## config.mk

```make
export PLATFORM = sky130hd
export DESIGN_NAME = lz4d_ram
export DESIGN_NICKNAME = d
export VERILOG_FILES = /design/src/rtl/lz4d_ram.sv
export SDC_FILE = /design/constraint.sdc
export NUM_CORES = 2
export LEC_CHECK = 0
export BUFFER_PORTS_ARGS = -buffer_cell sky130_fd_sc_hd__buf_4
export CAP_MARGIN = 20
export CORE_MARGIN = 10
export CORE_UTILIZATION = 63
export CTS_CLUSTER_SIZE = 20
export DETAILED_ROUTE_END_ITERATION = 12
export GPL_ROUTABILITY_DRIVEN = 1
export HOLD_SLACK_MARGIN = 0.06
export PLACE_DENSITY = 0.77
export SLEW_MARGIN = 25
export SYNTH_ARGS = -nofsm -noshare
export SYNTH_HDL_FRONTEND = slang
export SYNTH_SLANG_ARGS = --single-unit
```

## constraint.sdc

```tcl
create_clock -name aclk -period 4 [get_ports aclk]
set_clock_uncertainty 0.2 [all_clocks]
set_input_delay 1 -clock aclk [delete_from_list [all_inputs] [get_ports aclk]]
set_output_delay 1 -clock aclk [all_outputs]
set_load 0.01 [all_outputs]
```

## src/rtl/lz4d_ram.sv

```systemverilog
module lz4d_ram #(
    parameter int WIDTH = 8,
    parameter int DEPTH = 256
) (
    input  logic                     aclk,
    input  logic                     wr_en,
    input  logic [$clog2(DEPTH)-1:0] wr_addr,
    input  logic [WIDTH-1:0]         wr_data,
    input  logic                     rd_en,
    input  logic [$clog2(DEPTH)-1:0] rd_addr,
    output logic [WIDTH-1:0]         rd_data
);

    logic [WIDTH-1:0] mem [DEPTH];
    logic [WIDTH-1:0] rd_data_reg;

    always_ff @(posedge aclk) begin
        if (wr_en) begin
            mem[wr_addr] <= wr_data;
        end
        if (rd_en) begin
            rd_data_reg <= mem[rd_addr];
        end
    end

    assign rd_data = rd_data_reg;

endmodule

```

---- After elaboration in Yosys (flattened, before gate mapping) ----
Memories as Yosys holds them, arrays and structs flattened. A register that Yosys moved wholly into a read port is not among the register bits.
Cells that the tools add are included.
cells by class
  $mul .................................... 0
  order comparisons ....................... 0
  bitwise gates (word level) .............. 0
  shifts and indexed selects .............. 0
  muxes and demuxes ....................... 2
  equal/unequal tests ..................... 0
  add/sub/neg operators ................... 0
  reductions and logical operators ........ 0
  divide/modulo/power cells ............... 0
operator list
  cell              number
  2-to-1 mux 1 bit  2
storage, ports and cells
  memory bits (read-only) ................. 0
  bits of input ports ..................... 27
  word-level logic and storage cells ...... 3
  register bits after elaboration ......... 0
  bits in writable memories ............... 2,048
  latch bits .............................. 0
  memories kept ........................... 1
  output and inout port bits .............. 8
memory list
  memory  words  bits a word  read ports  clocked after Yosys merged registers in  write ports  RTL line  text
  mem     256    8            1           1                                        1            14        logic [WIDTH-1:0] mem [DEPTH];

---- Logic depth before layout (Yosys ltp) ----
  depth after elaboration ................. 2
  gate-level depth with buffers ........... 11
  gate-level depth less buffers ........... 6

---- Worst setup path before layout ----
OpenSTA, ideal clock, no wires.
  kind .................................... input -> register
  start point ............................. input port rd_addr[0]
  end point ............................... register rd_data_reg[2] (netlist: rd_data[2]) (read register of mem) (data pin)
  cell stages on the path ................. 9
  data arrival time ....................... 2,807 ps
  library setup time ...................... 269 ps
  data required time ...................... 3,531 ps
  path buffers ............................ 4
  path slack .............................. 724 ps
  cell sequence ........................... buf_6 -> buf_12 -> buf_8 -> buf_2 -> mux4_2 -> a22oi_1 -> a21oi_1 -> nor4_1 -> nor4_2
RTL lines
  what         RTL line  text
  from (decl)  10        input logic [$clog2(DEPTH)-1:0] rd_addr,
  to (decl)    15        logic [WIDTH-1:0] rd_data_reg;

==> impl_metrics.yaml <==
status:
  outcome: "finished clean"
finish:
  multi_input_area_mm2: 0.0165
  syn2layout_area_growth_pct: 14.0
  final_nets: 4223
  largest_reg_flops: 2048
  drive_gt1_share_pct: 28.5
  design_area_mm2: 0.0908
  layout.area.seq_mm2: 0.0617
  nFillCells: 6984
routing:
  drc: 0
  vias: 41442
  viasPerCell: 6.89
  first_pass_iters: 10
  drtIter0Drc: 6503
  drtAntennaViolNets: 0
  wl_um: 198000
  wire_per_inst_um: 33.0
logic_synthesis:
  synth_most_common_cell: "edfxtp_1"
  synth_cell_type_count: 54
  syn-instance-count: 3733
  ys_seq_area_share_pct: 77.5
  synth_area_leaders: "edfxtp_1 78%, mux4_2 13%, mux2i_1 1.7%"
  mappedNetlistNets: 3760
  yosysWarnings: 0
  syn-cell-area_mm2: 0.0796
  synth_top_area_share_pct: 77.5
  ys_seq_elements: 2056
  synth_edf_count: 2056
  synth_ff_type: "edfxtp_1"
  yosysTopAreaCell: "edfxtp_1"
  avgSynthCellArea_um2: 21.3
  synthArstFlopShare_pct: 0
  yosys-top-cells-count: "2056 x edfxtp_1, 454 x mux4_2, 282 x nor2_1"
cts:
  ctsHoldBuffers: 0
  cts_tree: "built"
  cts_buffers: 192
  clk_pin_slew_worst_paths_ns: 0.06
  cts_buffer_depth: 3
  insertion_delay_ns: 0.85
  cts_sinks: 2056
  htreeDepth: 4
  cts_setup_buffers: 0
  cts_root_buf: "clkbuf_16"
  cts_resized: 0
pwr:
  p_leak_nw: 29.0
  powerDensity_mw_per_mm2: 480
  peakVddDrop_uv: 564
setup_path:
  r2r_slack_ns: 0.76
  cpMostUsedCell: "buf_12"
  path_delay_family: "simple AND/OR/NAND/NOR gates"
  cp_cell_sequence: "buf_8 > buf_12 > buf_12 > buf_12 > mux4_2 > o221ai_1 > nor2_1 > nor4_1 > buf_4 > nor4_1"
  cp_num_buf_inv: 5
  arrival_ns: 4.07
  path_max_fanout: 17
  worst_path_max_delay_cell: "nor4_1"
  crit_path_end_kind: "register"
  crit_type: "primary input to register"
  r2r-start: "mem[211][5]"
  crit_required_ns: 4.36
  cpPeakStageDelay_ns: 0.87
  critPathLaunchType: "primary input"
  r2r_cells: 7
  reg2reg_to: "rd_data[5]"
flow_run:
  max-cap-violations: 0
place:
  hpwl_um: 121000
  placed_area_mm2: 0.0848
  gp_congestion: 0.883
  io_buffers: 34
timing:
  slew_viol_final: 0
  max_freq_mhz: 269
  hold_ws_ns: 0.355
  timing.slew.headroom_pct: 27.2
  fin_crit_sh_pct: 92.8
  worst_slew_pin_slew_ns: 1.08
  period_needed_ns: 3.71
  rsz0062_at_grt: "no"
  setup_tns_ns: 0
  hold_viol: 0
  finalSetupViolCount: 0
global_route:
  grt_pass1_wl_um: 289000
  gr-usage-all-layers_pct: 28.2
  grt-ovfl-total: 0
  antenna_found_initial: 6
  grt_max_degree: 118
  first_global_vias: 41828
worst_hold_path:
  hold_class: "primary input to register"
  hp-start: "rd_en"
  worstHoldPathCells: 1
  holdPathEnd: "rd_data[0]"
floorplan:
  die_h_um: 376
  ios: 35
  coreArea_mm2: 0.126
  die_x_um: 376
  start_util_pct: 63.4
  dieArea_mm2: 0.141
  fp-row-count: 130
-- worst max-delay path by stage --
stage	startpoint	endpoint	cells after the start
after global placement	rd_addr[0]	rd_data[0]	9
after detailed placement	rd_addr[0]	rd_data[3]	10
after global routing	rd_addr[0]	rd_data[3]	10
final	rd_addr[0]	rd_data[1]	10
after CTS	rd_addr[0]	rd_data[3]	10
after floorplan	rd_addr[0]	rd_data[2]	9
-- metal layers --
metal	wire length (um)	share of wire [%]	global-route usage (%)
met1	71000	36	38.7
met2	95100	48	44.1
met3	23400	12	6.59
met4	8780	4.4	11.8
met5	45	0.023	0
-- cell type report --
class,count,share of cell area [%]
diodes,4,0.0110
well taps,1650,2.27
repair buffers,502,4.91
clock inverters,120,1.13
inverters,2,0.00827
multi-input cells,1442,18.2
flip-flops and latches,2056,68.0
clock buffers,235,5.47
-- placed cells by master (no fill, tap or decap), types with 4 or more instances in the layout --
master / n
inv_6: 7
mux2i_1: 134
clkinv_2: 37
mux4_2: 454
a211oi_1: 16
nand2_1: 33
o22ai_1: 28
a22o_1: 8
nor2b_1: 28
o21ai_0: 10
a21oi_1: 96
clkbuf_16: 192
diode_2: 4
nor4_1: 22
o32ai_1: 4
o211ai_1: 10
clkbuf_1: 43
or2_2: 4
clkinv_1: 50
buf_12: 50
buf_4: 442
and2_1: 6
o221ai_1: 46
clkinvlp_4: 5
bufinv_16: 11
nand4_1: 10
edfxtp_1: 2056
a22oi_1: 133
nor3_1: 21
nand2b_1: 8
nor2_1: 279
nand3_1: 33
o22a_1: 5
clkinv_8: 4
nor4_2: 5
a221oi_1: 13
clkbuf_8: 8
-- per-stage QoR --
stage	utilization, %	instances	setup WS (ns)	total power [W]
after global routing	72.3	6007	0.292	0.0446
after CTS	72.3	6007	0.379	0.0437
final	72.3	6011	0.288	0.0436
after global placement	67.5	5652	-0.735	0.0265
after floorplan	-	3733	0.724	0.0254
after detailed placement	67.5	5652	-0.517	0.0265
-- worst register-to-register path, stage by stage (launching register included) --
cell and delay [ns]:
edfxtp_1 0.39, mux4_2 0.49, a22o_1 0.26, a221oi_1 0.29, o32ai_1 0.17, buf_4 0.16, nor3_1 0.82, nor4_1 0.15
-- logic make-up after synthesis --
| family | count (synthesis) | synth area share [%] |
|---|---|---|
| AND/OR/NAND/NOR | 466 | 2.63 |
| flip-flops | 2056 | 77.5 |
| AO/OA/AOI/OAI | 385 | 3.42 |
| multiplexers | 591 | 14.6 |
| buffers and inverters | 235 | 1.83 |
-- report_power, final --
group / switching [W] / total (W) / internal [W]
sequential: 0.0000375 / 0.0238 / 0.0238
clock: 0.00791 / 0.0175 / 0.00959
combinational: 0.00144 / 0.00232 / 0.000876
(Power assumes the default switching activity.)
