File: src/rtl/lz4d_pkg.sv
package lz4d_pkg;

    localparam int WINDOW_DEPTH = 65536;
    localparam int COUNT_BITS   = 24;
    localparam int LEN_BITS     = 24;
    localparam int WIN_BITS     = $clog2(WINDOW_DEPTH);
    localparam int CALC_BITS    = ((COUNT_BITS > LEN_BITS) ? COUNT_BITS : LEN_BITS) + 2;

    localparam logic [3:0] NIB_EXT       = 4'd15;
    localparam logic [3:0] NIB_MASK      = 4'h0F;
    localparam logic [7:0] EXT_CHAIN     = 8'd255;
    localparam int         MATCH_MIN     = 4;
    localparam int         MATCH_EXT_LEN = 19;
    localparam int         BYTE_BITS     = 8;

    typedef enum logic [1:0] {
        CMD_BYTE  = 2'd0,
        CMD_STEP  = 2'd1,
        CMD_START = 2'd2
    } cmd_t;

    typedef enum logic [2:0] {
        PH_TOKEN    = 3'd0,
        PH_LITEXT   = 3'd1,
        PH_LIT      = 3'd2,
        PH_OFFLO    = 3'd3,
        PH_OFFHI    = 3'd4,
        PH_MATCHEXT = 3'd5,
        PH_MATCH    = 3'd6,
        PH_ENDED    = 3'd7
    } phase_t;

    typedef enum logic [2:0] {
        ST_RUN    = 3'd0,
        ST_DONE   = 3'd1,
        ST_TRUNC  = 3'd2,
        ST_BADOFF = 3'd3,
        ST_OVER   = 3'd4,
        ST_SHORT  = 3'd5,
        ST_MISUSE = 3'd6
    } status_t;

    typedef struct packed {
        logic                emit;
        logic                copy;
        logic [7:0]          lit_byte;
        logic [WIN_BITS-1:0] rd_addr;
        logic [WIN_BITS-1:0] wr_addr;
        status_t             status;
        logic                block_end;
        logic                match_pending;
    } step_t;

endpackage

File: src/rtl/lz4d_parse.sv
module lz4d_parse
    import lz4d_pkg::*;
(
    input  logic                aclk,
    input  logic                aresetn,
    input  logic                accept,
    input  logic [1:0]          cmd,
    input  logic [7:0]          in_byte,
    input  logic                in_last,
    input  logic [LEN_BITS-1:0] out_length,
    output step_t               step
);

    localparam logic [CALC_BITS-1:0] CNT_MAX   = CALC_BITS'((64'd1 << COUNT_BITS) - 64'd1);
    localparam logic [CALC_BITS-1:0] WIN_LIMIT = CALC_BITS'(WINDOW_DEPTH);

    phase_t                phase_reg, phase_next;
    logic [COUNT_BITS-1:0] lit_rem_reg, lit_rem_next;
    logic [COUNT_BITS-1:0] match_rem_reg, match_rem_next;
    logic [3:0]            nibble_reg, nibble_next;
    logic [15:0]           offset_reg, offset_next;
    logic [COUNT_BITS-1:0] produced_reg, produced_next;
    logic                  src_end_reg, src_end_next;

    logic [CALC_BITS-1:0]  len_w, limit_w, prod_w, prod_inc_w;
    logic [COUNT_BITS-1:0] prod_inc;
    logic [COUNT_BITS-1:0] match_rem_dec;
    logic [CALC_BITS-1:0]  lit_sum, match_sum, tok_match;
    logic [3:0]            tok_hi;
    logic [15:0]           new_off;
    logic                  lit_sum_over, match_sum_over, tok_over, tok_match_over;
    logic                  prod_ge, prod_inc_ge, bad_off, misuse;
    cmd_t                  cmd_c;

    assign cmd_c      = cmd_t'(cmd);
    assign len_w      = CALC_BITS'(out_length);
    assign limit_w    = (len_w > CNT_MAX) ? CNT_MAX : len_w;
    assign prod_w     = CALC_BITS'(produced_reg);
    assign prod_inc   = produced_reg + COUNT_BITS'(1);
    assign prod_inc_w = CALC_BITS'(prod_inc);
    assign prod_ge    = prod_w >= limit_w;
    assign prod_inc_ge = prod_inc_w >= limit_w;
    assign match_rem_dec = match_rem_reg - COUNT_BITS'(1);

    assign tok_hi    = in_byte[7:4];
    assign tok_over  = (prod_w + CALC_BITS'(tok_hi)) > limit_w;
    assign lit_sum   = CALC_BITS'(lit_rem_reg) + CALC_BITS'(in_byte);
    assign lit_sum_over = (prod_w + lit_sum) > limit_w;
    assign match_sum = CALC_BITS'(match_rem_reg) + CALC_BITS'(in_byte);
    assign match_sum_over = (prod_w + match_sum) > limit_w;
    assign tok_match = CALC_BITS'(nibble_reg) + CALC_BITS'(MATCH_MIN);
    assign tok_match_over = (prod_w + tok_match) > limit_w;

    assign new_off = {in_byte, offset_reg[7:0]};
    assign bad_off = (new_off == 16'd0) || (CALC_BITS'(new_off) > prod_w) ||
                     (CALC_BITS'(new_off) > WIN_LIMIT);

    assign misuse = (cmd_c != CMD_BYTE && cmd_c != CMD_STEP && cmd_c != CMD_START) ||
                    (phase_reg == PH_ENDED) ||
                    ((cmd_c == CMD_STEP) != (phase_reg == PH_MATCH));

    always_ff @(posedge aclk) begin
        if (!aresetn) begin
            phase_reg     <= PH_TOKEN;
            lit_rem_reg   <= '0;
            match_rem_reg <= '0;
            nibble_reg    <= '0;
            offset_reg    <= '0;
            produced_reg  <= '0;
            src_end_reg   <= 1'b0;
        end else if (accept) begin
            phase_reg     <= phase_next;
            lit_rem_reg   <= lit_rem_next;
            match_rem_reg <= match_rem_next;
            nibble_reg    <= nibble_next;
            offset_reg    <= offset_next;
            produced_reg  <= produced_next;
            src_end_reg   <= src_end_next;
        end
    end

    always_comb begin
        phase_next     = phase_reg;
        lit_rem_next   = lit_rem_reg;
        match_rem_next = match_rem_reg;
        nibble_next    = nibble_reg;
        offset_next    = offset_reg;
        produced_next  = produced_reg;
        src_end_next   = src_end_reg;

        step.emit      = 1'b0;
        step.copy      = 1'b0;
        step.lit_byte  = in_byte;
        step.rd_addr   = WIN_BITS'(produced_reg) - WIN_BITS'(offset_reg);
        step.wr_addr   = WIN_BITS'(produced_reg);
        step.status    = ST_RUN;
        step.block_end = 1'b0;

        if (cmd_c == CMD_START) begin
            phase_next     = PH_TOKEN;
            lit_rem_next   = '0;
            match_rem_next = '0;
            nibble_next    = '0;
            offset_next    = '0;
            produced_next  = '0;
            src_end_next   = 1'b0;
        end else if (misuse) begin
            step.status = ST_MISUSE;
        end else if (cmd_c == CMD_STEP) begin
            step.emit      = 1'b1;
            step.copy      = 1'b1;
            produced_next  = prod_inc;
            match_rem_next = match_rem_dec;
            if (match_rem_dec == '0) begin
                if (prod_inc_ge) begin
                    phase_next = PH_ENDED; step.status = ST_DONE; step.block_end = 1'b1;
                end else if (src_end_reg) begin
                    phase_next = PH_ENDED; step.status = ST_SHORT; step.block_end = 1'b1;
                end else begin
                    phase_next = PH_TOKEN;
                end
            end
        end else begin
            case (phase_reg)
                PH_TOKEN: begin
                    if (prod_ge) begin
                        phase_next = PH_ENDED; step.status = ST_DONE; step.block_end = 1'b1;
                    end else begin
                        lit_rem_next = COUNT_BITS'(tok_hi);
                        nibble_next  = in_byte[3:0] & NIB_MASK;
                        if (tok_hi == NIB_EXT && !in_last) begin
                            phase_next = PH_LITEXT;
                        end else if (tok_over) begin
                            phase_next = PH_ENDED; step.status = ST_OVER; step.block_end = 1'b1;
                        end else if (in_last) begin
                            phase_next = PH_ENDED; step.status = ST_TRUNC; step.block_end = 1'b1;
                        end else begin
                            phase_next = (tok_hi != 4'd0) ? PH_LIT : PH_OFFLO;
                        end
                    end
                end
                PH_LITEXT: begin
                    if (lit_sum_over) begin
                        phase_next = PH_ENDED; step.status = ST_OVER; step.block_end = 1'b1;
                    end else begin
                        lit_rem_next = COUNT_BITS'(lit_sum);
                        if (in_last) begin
                            phase_next = PH_ENDED; step.status = ST_TRUNC; step.block_end = 1'b1;
                        end else if (in_byte != EXT_CHAIN) begin
                            phase_next = (lit_sum != '0) ? PH_LIT : PH_OFFLO;
                        end
                    end
                end
                PH_LIT: begin
                    step.emit     = 1'b1;
                    produced_next = prod_inc;
                    lit_rem_next  = lit_rem_reg - COUNT_BITS'(1);
                    if (prod_inc_ge) begin
                        phase_next = PH_ENDED; step.status = ST_DONE; step.block_end = 1'b1;
                    end else if (in_last) begin
                        phase_next = PH_ENDED; step.status = ST_TRUNC; step.block_end = 1'b1;
                    end else if (lit_rem_next == '0) begin
                        phase_next = PH_OFFLO;
                    end
                end
                PH_OFFLO: begin
                    offset_next = {8'd0, in_byte};
                    if (in_last) begin
                        phase_next = PH_ENDED; step.status = ST_TRUNC; step.block_end = 1'b1;
                    end else begin
                        phase_next = PH_OFFHI;
                    end
                end
                PH_OFFHI: begin
                    offset_next = new_off;
                    if (bad_off) begin
                        phase_next = PH_ENDED; step.status = ST_BADOFF; step.block_end = 1'b1;
                    end else begin
                        match_rem_next = COUNT_BITS'(tok_match);
                        if (tok_match == CALC_BITS'(MATCH_EXT_LEN) && !in_last) begin
                            phase_next = PH_MATCHEXT;
                        end else if (tok_match_over) begin
                            phase_next = PH_ENDED; step.status = ST_OVER; step.block_end = 1'b1;
                        end else begin
                            phase_next   = PH_MATCH;
                            src_end_next = in_last;
                        end
                    end
                end
                PH_MATCHEXT: begin
                    if (match_sum_over) begin
                        phase_next = PH_ENDED; step.status = ST_OVER; step.block_end = 1'b1;
                    end else begin
                        match_rem_next = COUNT_BITS'(match_sum);
                        if (in_byte != EXT_CHAIN || in_last) begin
                            phase_next   = PH_MATCH;
                            src_end_next = in_last;
                        end
                    end
                end
                default: begin
                end
            endcase
        end

        step.match_pending = (phase_next == PH_MATCH);
    end

endmodule

File: config.mk
export PLATFORM = sky130hd
export DESIGN_NAME = lz4d_parse
export DESIGN_NICKNAME = d
export VERILOG_FILES = /design/src/rtl/lz4d_pkg.sv /design/src/rtl/lz4d_parse.sv
export SDC_FILE = /design/constraint.sdc
export NUM_CORES = 1
export LEC_CHECK = 0
export BUFFER_PORTS_ARGS = -buffer_cell sky130_fd_sc_hd__buf_4
export CORE_MARGIN = 8
export CORE_UTILIZATION = 40
export CTS_CLUSTER_SIZE = 8
export DETAILED_ROUTE_END_ITERATION = 12
export SETUP_SLACK_MARGIN = 0.2
export SLEW_MARGIN = 20
export SYNTH_ARGS = -nofsm -noshare
export SYNTH_HDL_FRONTEND = slang
export SYNTH_SLANG_ARGS = --single-unit
export TNS_END_PERCENT = 30
File: constraint.sdc
create_clock -name aclk -period 6.5 [get_ports aclk]
set_clock_uncertainty 0.15 [all_clocks]
set_input_delay 0.325 -clock aclk [delete_from_list [all_inputs] [get_ports aclk]]
set_output_delay 0.325 -clock aclk [all_outputs]
set_load 0.01 [all_outputs]
# ---- Yosys cells after proc, flatten, opt, wreduce, memory -nomap -nowiden
# Cells that the tools add are included.
dict set report word_totals {
  reg_bits 96
  wordCells 169
}
dict set report op_classes {
  magnitude_cmp 8
  n_reduce_logical 30
  n_eq_ne 29
  mux 83
  n_addsub 11
}
# cell count
set ops {}
lappend ops {{2-to-1 mux 24 bit} 15}
lappend ops {{2-to-1 mux 4 bit} 19}
lappend ops {{case mux 24 bit (3 select lines)} 1}
lappend ops {{2-to-1 mux 3 bit} 20}
lappend ops {{adder 24 x 25 -> 26 bit} 2}
lappend ops {{greater-than comparator 26 x 24 -> 1 bit} 2}
lappend ops {{adder 24 x 8 -> 25 bit} 2}
lappend ops {{greater-than comparator 25 x 24 -> 1 bit} 2}
lappend ops {{>= comparator 24 bit} 2}
lappend ops {{zero test 24 bit} 2}
lappend ops {{2-to-1 mux 16 bit} 3}
lappend ops {{case mux 24 bit (2 select lines)} 1}
lappend ops {{subtractor 24 x 1 -> 24 bit, second input constant} 2}
lappend ops {{case mux 16 bit (2 select lines)} 1}
lappend ops {{nonzero test 26 bit} 1}
lappend ops {{adder 24 x 4 -> 25 bit} 1}
lappend ops {{adder 24 x 5 -> 25 bit} 1}
lappend ops {{adder 24 x 1 -> 24 bit, second input constant} 1}
lappend ops {{greater-than comparator 16 x 24 -> 1 bit} 1}
lappend ops {{greater-than comparator 24 bit, second input constant} 1}
lappend ops {{case mux 4 bit (6 select lines)} 1}
lappend ops {{!= test 3 bit, second input constant} 7}
lappend ops {{case mux 3 bit (6 select lines)} 1}
lappend ops {{zero test 16 bit} 1}
lappend ops {{29 further kinds} 71}

# ---- Depth between registers and ports, before layout
dict set report logic_depth {
  word_depth 11
  mapped_depth 32
  mapped_depth_nobuf 30
}

# ---- Least setup slack after synthesis
# No wires, ideal clock.
dict set report synth_path {
  path_type {register to output}
  start {reg lit_rem_reg[0]}
  end {out step[0] (netlist name)}
  slack_ns 0.125
  arrival_ns 5.900
  n_path_buf 0
  path_stages_with_launch 28
  path_cell_list {dfxtp_1 ha_1 fa_1 a211oi_1 o21a_1 nor2_1 and3_1 xor2_1 ha_1 a21o_1 a21o_1 a221oi_1 a21oi_1 a21oi_1 o21bai_1 a21o_1 a211oi_1 nor3_1 ha_1 nand4_1 or2_2 a31oi_1 o31ai_1 nand4b_1 nand3_1 o311ai_0 a311oi_1 nor3_1}
}
# item line
set synth_lines {}
lappend synth_lines {{start, declared} lz4d_parse.sv:18} ;# logic [COUNT_BITS-1:0] lit_rem_reg, lit_rem_next;
lappend synth_lines {{start signal, assigned} lz4d_parse.sv:73} ;# lit_rem_reg <= lit_rem_next;
lappend synth_lines {{end, declared} lz4d_parse.sv:11} ;# output step_t step

==> results.cfg <==
[outcome]
status = finished, violations left
failed_checks = negative setup slack

[placement]
place.gp.congestion = 1.00
pre_cts_slack_ps = -514
place_inst = 2898
dp_hpwl_um = 50100
dpl_cell_area_um2 = 18600
numPortBuffers = 84

[clocking]
cts.sinks = 96
cts_tree = done
h-tree-depth = 3
cts_buffers = 9
path_clk_slew_ps = 70
cts.path.max_buffers = 2
cts_root_buf = clkbuf_16
insertion_delay_ps = 400

[worst_setup_path]
cp_slowest_stage_delay_ps = 430
critPathRequiredTime_ps = 6020
crit_arrival_ps = 6330
critical_path.endpoint_type = output port
start_kind = flip-flop
reg2reg_depth = 35
critPathSlowestCell = or4_4
critPathBufInv = 5
crit_cells = 31
cp_max_fo = 3
critPathKind = flip-flop to output port
critical-path-top-delay-family = compound AO/OA/AOI/OAI gates

[synth]
yosys_warnings = 0
syn_inst = 2185
synth_simple_gate_area_share_pct = 24.6
synth_top_area_share_pct = 20.1
syn-num-nets = 2490
synth_compound_area_share_pct = 25.0
synthMuxAreaShare_pct = 0.480
synth_top_family_by_area = compound AO/OA/AOI/OAI gates
synthArstFlopShare_pct = 0
synth-edff-count = 0
seq_area_frac_synth_pct = 11.9
synth-xor-area-share_pct = 10.2
synth_area_leader_cell = ha_1
ys.flop_type = dfxtp_1
ys_ff_latch = 96
synthesis.area_um2 = 16200
synthTopCellsByArea = ha_1, dfxtp_1, xnor2_1
syn_avg_cell_area_um2 = 7.39
synth.distinct_cells = 98
ys_top_cells_by_count = ha_1, nor2_1, nand2_1
yosysMostFrequentCell = ha_1
synthAdderAreaFrac_pct = 21.0

[timing]
hold_violations = 0
maxSlewViolCount = 0
worst_pin_slew_ps = 1040
relSlewSlack_pct = 30.3
rsz0062_at_grt = yes
whs_ps = 46.4
worst_slack_ps = -302
setup-tns-final_ps = -4220
period_needed_ps = 6800
period_share_pct = 105
finalSetupViolCount = 28
max_freq_mhz = 147

[floorplan]
pin_count = 85
die_w_um = 217
die_area_um2 = 47100
row_count = 73
initial_core_util_pct = 40.6
coreArea_um2 = 39800
fp.dieH_um = 217

[run]
drv_cap = 0

[cells_and_area]
layout.nets = 2720
antenna_cells = 0
fillers = 3948
register_area_um2 = 1930
fin_util_pct = 49.7
drive_above_1_share_pct = 20.1
area_delta_synth_final_pct = 22.5
stdcell_count = 2945
finish.instance_area_um2 = 19800
multi_input_area_um2 = 13700

[grt]
first_global_vias = 16876
grt_usage_pct = 26.3
grt_max_degree = 49
antenna_found_initial = 0
grt.overflow.total = 0
grt_pass1_wl_um = 97800

[route]
avgRoutedWirePerCell_um = 22.0
detail_route.first_pass.iterations = 7
drtIter0Drc = 1653
wl_um = 64900
vias_per_cell = 6.04
drc = 0
ant_nets = 0
via_count = 17785

[hold_path]
hold_class = input port to flip-flop
holdPathStages = 2

[power]
fin_total_pwr_mw = 2.26
power.density_nw_per_um2 = 114
leakage_nw = 9.06
worst_ir_drop_vdd_mv = 0.146
-- worst paths after layout --
check,startpoint,end,slack [ps]
worst max-delay path,lit_rem_reg[0]$_SDFFE_PN0P_,step[0],-300
worst min-delay path,accept,phase_reg[0]$_SDFFE_PN0P_,50
worst max register to register,match_rem_reg[0]$_SDFFE_PN0P_,match_rem_reg[6]$_SDFFE_PN0P_,-210
worst min register to register,offset_reg[8]$_SDFFE_PN0P_,offset_reg[8]$_SDFFE_PN0P_,360
-- cell usage in the layout, fill, tap and decap left out, types with 10 or more instances in the layout --
master	synthesis	layout
ha_1	260	251
a31oi_1	12	12
a31o_2	11	11
nor4_1	28	25
nor2_1	187	180
a22o_1	16	16
or2_2	10	10
a21oi_1	145	132
o21a_1	23	23
a21o_1	45	45
buf_4	24	319
nor3b_1	12	11
and3_1	25	21
or3_1	30	28
o211ai_1	14	14
nand3_1	70	69
xnor2_1	141	138
inv_1	130	129
nand2b_1	16	16
nor3_1	51	47
o31ai_1	13	12
o22ai_1	11	11
nor2b_1	39	38
nand4_1	49	49
a22oi_1	41	41
xor2_1	48	43
and2_1	22	21
dfxtp_1	96	92
a21oi_2	2	14
o21ai_0	112	105
or4_1	13	11
buf_6	1	16
o31a_1	10	10
a211oi_1	21	20
nand2_1	165	161
o21bai_1	22	21
a21boi_0	16	12
-- metal layers --
metal	up-vias	share of wire [%]	track usage (%)
met5	-	0	0
met4	0	4.5	11.7
met3	141	7.6	4.62
met2	778	44	41.6
met1	8440	44	34.8
li1	8426	-	-
-- repair_timing --
| action | CTS | global route |
|---|---|---|
| cloned | 3 | 0 |
| resized for setup | 89 | 39 |
| buffers inserted | 16 | 12 |
| hold buffers | 0 | 0 |
| pin swaps | 65 | 32 |
| setup endpoints to repair | 56 | 56 |
-- where the power goes --
| part | total, mW | leakage, nW | internal, mW | switching, mW |
|---|---|---|---|---|
| clock network | 0.587 | 0.142 | 0.272 | 0.315 |
| registers | 0.634 | 0.777 | 0.604 | 0.0304 |
| logic | 1.04 | 8.14 | 0.444 | 0.598 |
| total | 2.26 | 9.06 | 1.32 | 0.943 |
-- cell families after synthesis --
group,Yosys count
fa+ha+maj,267
buf+inv,260
xor+xnor,189
simple gates,767
flops,96
mux,7
compound gates,599
-- layout make-up --
class / instances / area share [%]
well taps: 525 / 3.32
clock inverters: 7 / 0.354
inverters: 136 / 2.58
flip-flops and latches: 96 / 9.73
clock buffers: 9 / 1.14
repair buffers: 342 / 13.8
multi-input cells: 1830 / 69.1
-- worst reg2reg max path, delay by kind of cell, from the launching register on --
family	cells	cell delay, ps
xor gates and xnor gates	2	360
buffers and inverters	8	950
AOI/OAI and AO/OA	14	2970
and+or+nand+nor	7	760
adders and majority gates	4	1050
DFF	1	350
Power figures use the tool's default switching activity.
